**src/design/midi_message_parser_top_defines.svh**
```systemverilog
// Assertion macros for the MIDI message parser.
`ifndef MIDI_MESSAGE_PARSER_TOP_DEFINES_SVH
`define MIDI_MESSAGE_PARSER_TOP_DEFINES_SVH

`ifndef SYNTHESIS

`define MMP_ASSERT_IMP(label, ante, cons) \
	label: assert property (@(posedge clk) disable iff (!arst_n) (ante) |-> (cons)) \
		else $error("mmp: implication check failed");

`define MMP_ASSERT_NXT(label, ante, cons) \
	label: assert property (@(posedge clk) disable iff (!arst_n) (ante) |=> (cons)) \
		else $error("mmp: next-cycle check failed");

`else

`define MMP_ASSERT_IMP(label, ante, cons)

`define MMP_ASSERT_NXT(label, ante, cons)

`endif

`endif

```
**src/design/mmp_pkg.sv**
```systemverilog
// Types and constants shared by the MIDI message parser.
package mmp_pkg;

	localparam logic [2:0] KIND_TICK     = 3'd0;
	localparam logic [2:0] KIND_START    = 3'd1;
	localparam logic [2:0] KIND_CONTINUE = 3'd2;
	localparam logic [2:0] KIND_STOP     = 3'd3;
	localparam logic [2:0] KIND_CHANNEL  = 3'd4;

	localparam logic [1:0] PH_IDLE  = 2'd0;
	localparam logic [1:0] PH_DATA1 = 2'd1;
	localparam logic [1:0] PH_DATA2 = 2'd2;

	localparam logic [7:0] ST_CLOCK    = 8'hF8;
	localparam logic [7:0] ST_START    = 8'hFA;
	localparam logic [7:0] ST_CONTINUE = 8'hFB;
	localparam logic [7:0] ST_STOP     = 8'hFC;

	localparam logic [3:0] HI_NOTE_OFF  = 4'h8;
	localparam logic [3:0] HI_NOTE_ON   = 4'h9;
	localparam logic [3:0] HI_CTRL      = 4'hB;
	localparam logic [3:0] HI_PROGRAM   = 4'hC;
	localparam logic [3:0] HI_CH_PRESS  = 4'hD;
	localparam logic [3:0] HI_SYSTEM    = 4'hF;
	localparam logic [3:0] CHAN_MASK    = 4'hF;

	typedef struct packed {
		logic [2:0] event_kind;
		logic [7:0] status_byte;
		logic [4:0] channel_number;
		logic [6:0] first_data;
		logic [6:0] second_data;
	} event_t;

	typedef struct packed {
		logic [1:0] phase;
		logic       running;
	} parse_stat_t;

endpackage

```
**src/design/mmp_stream_if.sv**
```systemverilog
// Valid/ready stream channel used for both the byte and the event side.
interface mmp_stream_if #(
	parameter type payload_t = logic [7:0]
);
	logic     valid;
	logic     ready;
	payload_t data;

	modport source (output valid, output data, input ready);
	modport sink (input valid, input data, output ready);
endinterface

```
**src/design/midi_message_parser_top.sv**
```systemverilog
// MIDI message parser: received bytes in, transport and channel events out.
//
// rx carries one MIDI byte per beat; evt carries one event per beat
// (kind, status, channel 1..16, two data fields). Both are valid/ready.
// Each accepted byte yields zero or one event. An event appears on evt in
// the cycle after its byte is accepted, from a single result register.
// Throughput is one byte per cycle: rx.ready is high whenever the result
// register is empty or its event is being taken in the same cycle.
// When the receiver stalls with an event held, rx.ready drops until the
// event is taken; nothing is lost or repeated. Bytes that give no event
// still need the result register free, since the register's next
// contents are decided at the accept edge.
// Reset (arst_n low) clears the parse phase, pending status, held data, the
// transport-running flag and result valid bit, not event data; no clearing pass.
`include "midi_message_parser_top_defines.svh"

module midi_message_parser_top
	import mmp_pkg::*;
(
	input  logic         clk,
	input  logic         arst_n,
	mmp_stream_if.sink   rx,
	mmp_stream_if.source evt
);

	logic        acc;
	logic        room;
	logic        ev_valid;
	event_t      ev;
	parse_stat_t stat;

	assign rx.ready = room;
	assign acc      = rx.valid && room;

	mmp_parser u_parser (
		.clk      (clk),
		.arst_n   (arst_n),
		.acc      (acc),
		.rx_byte  (rx.data),
		.ev_valid (ev_valid),
		.ev       (ev),
		.stat     (stat)
	);

	mmp_out_reg u_out_reg (
		.clk      (clk),
		.arst_n   (arst_n),
		.load     (acc),
		.ev_valid (ev_valid),
		.ev       (ev),
		.room     (room),
		.evt      (evt)
	);

	`MMP_ASSERT_IMP(a_stall_blocks_rx, evt.valid && !evt.ready, !rx.ready)
	`MMP_ASSERT_NXT(a_realtime_idles, acc && rx.data >= ST_CLOCK, stat.phase == PH_IDLE)
	`MMP_ASSERT_NXT(a_start_runs, acc && rx.data == ST_START, evt.valid && stat.running)
	`MMP_ASSERT_IMP(a_chan_nonzero, evt.valid && evt.data.event_kind == KIND_CHANNEL, evt.data.channel_number != 5'd0)

endmodule

```
**src/design/mmp_parser.sv**
```systemverilog
// Parse state registers and the per-byte decode of a MIDI byte.
module mmp_parser
	import mmp_pkg::*;
(
	input  logic        clk,
	input  logic        arst_n,
	input  logic        acc,
	input  logic [7:0]  rx_byte,
	output logic        ev_valid,
	output event_t      ev,
	output parse_stat_t stat
);

	logic [1:0] phase_q, phase_d;
	logic [7:0] pend_q, pend_d;
	logic [6:0] held_q, held_d;
	logic       run_q, run_d;

	logic [3:0] pend_hi;
	logic [4:0] chan;

	assign pend_hi = pend_q[7:4];
	assign chan    = {1'b0, pend_q[3:0] & CHAN_MASK} + 5'd1;

	always_comb begin
		phase_d  = phase_q;
		pend_d   = pend_q;
		held_d   = held_q;
		run_d    = run_q;
		ev_valid = 1'b0;
		ev       = '0;
		if (rx_byte >= ST_CLOCK) begin
			phase_d = PH_IDLE;
			unique case (rx_byte)
				ST_CLOCK: begin
					ev_valid      = run_q;
					ev.event_kind = KIND_TICK;
				end
				ST_START: begin
					run_d         = 1'b1;
					ev_valid      = 1'b1;
					ev.event_kind = KIND_START;
				end
				ST_CONTINUE: begin
					run_d         = 1'b1;
					ev_valid      = 1'b1;
					ev.event_kind = KIND_CONTINUE;
				end
				ST_STOP: begin
					run_d         = 1'b0;
					ev_valid      = 1'b1;
					ev.event_kind = KIND_STOP;
				end
				default: ;
			endcase
		end else if (rx_byte[7:4] == HI_SYSTEM) begin
			phase_d = PH_IDLE;
		end else if (rx_byte[7]) begin
			pend_d  = rx_byte;
			phase_d = PH_DATA1;
		end else begin
			ev.event_kind     = KIND_CHANNEL;
			ev.status_byte    = pend_q;
			ev.channel_number = chan;
			unique case (phase_q)
				PH_DATA1: begin
					held_d        = rx_byte[6:0];
					ev.first_data = rx_byte[6:0];
					if (pend_hi == HI_PROGRAM || pend_hi == HI_CH_PRESS) begin
						phase_d  = PH_IDLE;
						ev_valid = (pend_hi == HI_PROGRAM);
					end else begin
						phase_d = PH_DATA2;
					end
				end
				PH_DATA2: begin
					phase_d       = PH_IDLE;
					ev.first_data = held_q;
					case (pend_hi) inside
						HI_NOTE_OFF, HI_NOTE_ON, HI_CTRL: begin
							ev_valid       = 1'b1;
							ev.second_data = rx_byte[6:0];
						end
						HI_PROGRAM: ev_valid = 1'b1;
						default: ;
					endcase
				end
				default: phase_d = phase_q;
			endcase
		end
	end

	always_ff @(posedge clk or negedge arst_n) begin
		if (!arst_n) begin
			phase_q <= PH_IDLE;
			pend_q  <= '0;
			held_q  <= '0;
			run_q   <= 1'b0;
		end else if (acc) begin
			phase_q <= phase_d;
			pend_q  <= pend_d;
			held_q  <= held_d;
			run_q   <= run_d;
		end
	end

	assign stat.phase   = phase_q;
	assign stat.running = run_q;

endmodule

```
**src/design/mmp_out_reg.sv**
```systemverilog
// Event result register driving the output channel.
module mmp_out_reg
	import mmp_pkg::*;
(
	input  logic          clk,
	input  logic          arst_n,
	input  logic          load,
	input  logic          ev_valid,
	input  event_t        ev,
	output logic          room,
	mmp_stream_if.source  evt
);

	logic   valid_q;
	event_t data_q;

	assign room = !valid_q || evt.ready;

	always_ff @(posedge clk or negedge arst_n) begin
		if (!arst_n) begin
			valid_q <= 1'b0;
		end else if (load) begin
			valid_q <= ev_valid;
		end else if (evt.ready) begin
			valid_q <= 1'b0;
		end
	end

	always_ff @(posedge clk) begin
		if (load && ev_valid) begin
			data_q <= ev;
		end
	end

	assign evt.valid = valid_q;
	assign evt.data  = data_q;

endmodule
```
**src/flat_wrapper.sv**
```systemverilog
// flat-port wrapper written by rule: the top's interface ports become plain ports
module midi_message_parser_top_flat import mmp_pkg::*;
  (clk, arst_n, rx_valid, rx_data, rx_ready, evt_valid, evt_data, evt_ready);
  mmp_stream_if rx_i ();
  mmp_stream_if evt_i ();
  input  logic clk;
  input  logic arst_n;
  input wire logic [$bits(rx_i.valid)-1:0] rx_valid;
  input wire logic [$bits(rx_i.data)-1:0] rx_data;
  output wire logic [$bits(rx_i.ready)-1:0] rx_ready;
  output wire logic [$bits(evt_i.valid)-1:0] evt_valid;
  output wire logic [$bits(evt_i.data)-1:0] evt_data;
  input wire logic [$bits(evt_i.ready)-1:0] evt_ready;
  assign rx_i.valid = rx_valid;
  assign rx_i.data = rx_data;
  assign rx_ready = rx_i.ready;
  assign evt_valid = evt_i.valid;
  assign evt_data = evt_i.data;
  assign evt_i.ready = evt_ready;
  midi_message_parser_top u_core (.clk(clk), .arst_n(arst_n), .rx(rx_i), .evt(evt_i));
endmodule
```
**config.mk**
```make
export PLATFORM = sky130hd
export DESIGN_NAME = midi_message_parser_top_flat
export DESIGN_NICKNAME = d
export VERILOG_FILES = /design/src/design/mmp_pkg.sv /design/src/design/mmp_stream_if.sv /design/src/design/midi_message_parser_top.sv /design/src/design/mmp_parser.sv /design/src/design/mmp_out_reg.sv /design/src/flat_wrapper.sv
export VERILOG_INCLUDE_DIRS = /design/src /design/src/design
export SDC_FILE = /design/constraint.sdc
export NUM_CORES = 1
export LEC_CHECK = 0
export ABC_CLOCK_PERIOD_IN_PS = 4900
export BUFFER_PORTS_ARGS = -buffer_cell sky130_fd_sc_hd__buf_2
export CAP_MARGIN = 10
export CORE_MARGIN = 2
export CORE_UTILIZATION = 60
export DETAILED_ROUTE_END_ITERATION = 12
export GPL_TIMING_DRIVEN = 1
export HOLD_SLACK_MARGIN = 0.06
export PLACE_DENSITY = 0.83
export SLEW_MARGIN = 20
export SYNTH_ARGS = -nofsm -noshare
export SYNTH_HDL_FRONTEND = slang
export SYNTH_HIERARCHICAL = 1
export SYNTH_SLANG_ARGS = --single-unit
```
**constraint.sdc**
```tcl
create_clock -name clk -period 4.9 [get_ports clk]
set_input_delay 0.49 -clock clk [delete_from_list [all_inputs] [get_ports clk]]
set_output_delay 0.49 -clock clk [all_outputs]
set_load 0.01 [all_outputs]
```
Word-level counts from Yosys, hierarchy flattened
Cells that the tools add are included.
{ "totals": {"register_bits": 21, "in_bits": 12, "output_inout_bits": 10, "elab_cells": 59} }
{ "op_classes": {"order_cmp": 1, "eq_ne": 12, "mux": 17, "bitwise": 5, "n_reduce_logical": 17} }
{ "op_table": {"columns": ["operator", "n"], "rows": [
  ["8-bit equality test (second input constant)", 4],
  ["4-bit equality test (second input constant)", 6],
  ["3-bit OR reduction", 3],
  ["8-bit greater-or-equal comparator (second input constant)", 1],
  ["1-bit two-way mux", 8],
  ["2-bit two-way mux", 4],
  ["1-bit case mux with 2 select lines", 4],
  ["1-bit NOT", 5],
  ["5-bit AND reduction", 1],
  ["5-bit nonzero test", 1],
  ["5-bit OR reduction", 1],
  ["2-bit case mux with 2 select lines", 1],
  ["4-bit AND reduction", 1],
  ["2-bit nonzero test", 2],
  ["3-bit AND reduction", 1],
  ["2-bit by 1-bit equality test with 1-bit output (second input constant)", 1],
  ["2-bit equality test (second input constant)", 1],
  ["1-bit logical AND", 2],
  ["1-bit logical OR", 2],
  ["2-bit AND reduction", 1],
  ["2-bit OR reduction", 1],
  ["1-bit logical NOT", 1]
]} }

Logic depth before layout (Yosys ltp)
{ "depth": {"depth_word": 8, "ltp_mapped": 8, "ltp_nobuf": 7} }

By module
The synthesis kept the hierarchy.
{ "by_module_without_submodules": {"columns": ["mod", "instances", "cells_per_inst", "area_per_inst_um2", "seq_area_each_um2"], "rows": [
  ["mmp_parser", 1, 120, 1177.4, 450.4],
  ["mmp_out_reg", 1, 12, 295.3, 265.3],
  ["midi_message_parser_top", 1, 1, 6.3, 0.0]
]} }

Least setup slack after synthesis
Ideal clock, no wire load.
{ "synth_timing": {"path_type": "register -> register", "from": "register u_core.u_parser.phase_q[0]", "to": "register u_core.u_out_reg.data_q, in the netlist u_core/u_out_reg/evt.data[0], enable pin", "setup_ns": 0.301, "arrival_ns": 1.530, "required_ns": 4.599, "path_slack_ns": 3.070, "path_stages_with_launch": 8, "n_path_buf": 1, "synth_period_minus_slack_ns": 1.830, "cell_sequence": "dfrtp_1 > inv_1 > ha_1 > or2_1 > buf_6 > a211o_1 > o22ai_1 > and2_4"} }
{ "synth_between": {"elab_chain_len": 6, "word_cells_on_any_way": 7, "cone_classes": "eq/ne: 2; mux: 4; reduce/logical: 1"} }
{ "synth_lines": {"columns": ["item", "line", "text"], "rows": [
  ["start, declared", "mmp_parser.sv:14", "logic [1:0] phase_q, phase_d;"],
  ["start signal, assigned", "mmp_parser.sv:100", "phase_q <= phase_d;"],
  ["2-bit equality test or 2-bit by 1-bit equality test with 1-bit output (tied branches)", "mmp_parser.sv:65", "unique case (phase_q)"],
  ["1-bit case mux with 2 select lines *", "mmp_parser.sv:65", null],
  ["1-bit two-way mux *", "mmp_parser.sv:58", "end else if (rx_byte[7]) begin"],
  ["1-bit two-way mux *", "mmp_parser.sv:56", "end else if (rx_byte[7:4] == HI_SYSTEM) begin"],
  ["1-bit two-way mux *", "mmp_parser.sv:32", "if (rx_byte >= ST_CLOCK) begin"],
  ["via u_core.ev_valid", "midi_message_parser_top.sv:28", "logic ev_valid;"],
  ["1-bit logical AND *", "mmp_out_reg.sv:30", "if (load && ev_valid) begin"],
  ["end signal, assigned", "mmp_out_reg.sv:31", "data_q <= ev;"],
  ["end, declared", "mmp_out_reg.sv:15", "event_t data_q;"]
]} }
Mark *: on every way through the listed nets, which the timed path passes. The rest lies on a longest branch.
A chain may end at the register's enable or synchronous reset.

Final worst setup path
{ "layout_timing": {"from": "register u_core.u_parser.phase_q[1]", "to": "register u_core.u_out_reg.data_q, in the netlist u_core/u_out_reg/evt.data[4], enable pin"} }
The elaborated chain is that of the path after synthesis.

==> metrics <==
Initial DRC Count 15; Gate Count Post-Synth between 70 and 80; fin crit period 1862 ps; Port Buffers 21; CP max FO 9; crit path DAT 1870 ps; startpoint types flip-flop; CTS Root Cell clkbuf_4; area of the core 0.001350 mm²; Largest delay share family, worst path simple AND/OR/NAND/NOR gates; layout cells sized above 1 32.98%; Req. time, crit path 4910 ps; largest net degree at the start of global routing 10; nets 109; WL per Instance 16.51 µm; Skew-Pair Late Insertion Delay 290 ps; critical path class flip-flop to flip-flop; R2R setup slack 3040 ps; most common cell after layout, fill and taps aside buf_2; Critical Path, Cell by Cell ha_1 > or2_1 > a211o_1 > o22ai_1 > and2_4; Overall Global Routing Usage 23.10%; cts hold-fix bufs 1; GRT overflow 0; DRC 0; GPL Wtd Cong between 0.8 and 0.9; Horiz. Die Dim about 43 µm; DIE HEIGHT approximately 43 µm; status finished, final reports clean; final setup TNS 0 ps; maximum capacitance violations 0; H-tree Lvls 1; Slowest-stage cell, CP dfrtp_1; vias in the first global route a little under 700; Lkg Pwr 0.0004318 µW; initial antenna violation count 0; num ports 22; Synth Warn # 6; DP HPWL 1372 µm; row cnt 13; Tcrit/Tclk final 38.01%; vias approximately 680; clock sink total 17; final setup vio count 0; Via density between 6 and 7; Hold Path End u_core/u_parser/pend_q[5]$_DFFE_PN0P_; Max rail drop VDD 0.0002252 V; Worst Reg-to-Reg Cells 5; post-placement setup slack 3075 ps; Starting Density 66.17%; worst hold stages 2; max frequency ~540 MHz; Clock Path Buffers 2; Post-CTS Setup Inserts 0; setup repair after global routing missed its margin no; slew margin rel. 74.36%; CTS-repair resized insts 0; Inserted Clock Buffers 3; final design utilization 73.77%; CP max stage delay roughly 420 ps; synthesized cell area roughly 890 µm²; R2R Path End u_core/u_out_reg/evt.data[4]$_DFFE_PP_; Layout Area Growth over Synthesis 11.48%; Post-Syn Nets slightly above 90; Final Hold Viols 0; slew at the pin closest to its max-slew limit 384.6 ps; worst hold start rx_data[5]; clock input transition at the sequential cells of the worst setup and hold paths 90 ps; first-pass GRT wire length 3036 µm; Detail Route Antenna Nets 0; Die ar. 0.001813 mm²; CTS tree yes; final worst slack 3038 ps; clock skew 2.332 ps; Reg2Reg Launch Point u_core/u_parser/phase_q[1]$_DFFE_PN0P_; most frequent cells in the layout buf_2 (21), dfrtp_1 (9), and2_1 (8), edfxtp_1 (8), inv_1 (4); Synth Area per Inst 11.60 µm²; total power ~330 µW; CP Capture Type flip-flop; buffers and inverters on the worst path 0; worst min-delay path category primary input to flip-flop; Total Wirelength 1800 µm; Ant. Diodes 0; drt pass-1 iters 4; PD cells approximately 330 mW/mm²; Final Max Slew Viols 0
==> power by group <==
part | total [µW] | internal, µW | switching, µW
logic | 75.8 | 35.5 | 40.3
registers | 177 | 165 | 11.5
clock network | 73.8 | 31.7 | 42.1
==> sequential cells by signal, indices dropped and copies added, names as in the netlist <==
register,flops
u_core/u_parser/held_q,1
u_core/u_parser/pend_q,4
u_core/u_out_reg/evt.data,8
u_core/u_parser/phase_q,2
u_core/u_out_reg/evt.valid,1
u_core/u_parser/run_q,1
==> metrics by stage <==
stage / hold WS [ps] / area [µm²] / cells
6_report: 487.3 / 996.0 / 109
5_1_grt: 485.3 / 996.0 / 109
4_1_cts: 484.2 / 996.0 / 109
3_5_place_dp: 358.7 / 959.7 / 104
3_3_place_gp: 349.2 / 959.7 / 104
2_1_floorplan: 194.4 / 893.4 / 77
==> metal layers <==
layer / wire length, µm / track usage, % / vias up
li1: - / - / 305
met1: 689 / 26.33 / 327
met2: 965 / 41.23 / 39
met3: 122 / 5.172 / 4
met4: 23 / 9.375 / 0
met5: 0 / 0 / -
==> worst register-to-register path, cell delays in order, from the launching register on <==
cell	delay, ps
dfrtp_1	420
ha_1	280
or2_1	230
a211o_1	280
o22ai_1	140
and2_4	240
==> final cells by class <==
cell class	instances	area, µm²
Tap cell	15	18.77
Clock buffer	4	26.28
Inverter	5	18.77
Multi-Input combinational cell	46	351.6
Sequential cell	17	465.4
Fill cell	90	354.1
Timing Repair Buffer	22	115.1
==> worst max path at each step <==
stage | start | to | slack, ps | depth (start not counted)
after floorplan | u_core/u_parser/phase_q[0]$_DFFE_PN0P_ | u_core/u_out_reg/evt.data[0]$_DFFE_PP_ | 3090 | 7
after global placement | u_core/u_parser/phase_q[0]$_DFFE_PN0P_ | u_core/u_out_reg/evt.data[1]$_DFFE_PP_ | 3070 | 6
after detailed placement | u_core/u_parser/phase_q[1]$_DFFE_PN0P_ | u_core/u_out_reg/evt.data[2]$_DFFE_PP_ | 3070 | 5
after CTS | u_core/u_parser/phase_q[0]$_DFFE_PN0P_ | u_core/u_out_reg/evt.data[2]$_DFFE_PP_ | 3060 | 6
after global routing | u_core/u_parser/phase_q[0]$_DFFE_PN0P_ | u_core/u_out_reg/evt.data[3]$_DFFE_PP_ | 2960 | 6
final | u_core/u_parser/phase_q[1]$_DFFE_PN0P_ | u_core/u_out_reg/evt.data[4]$_DFFE_PP_ | 3040 | 5
Power figures use the tool's default switching activity.
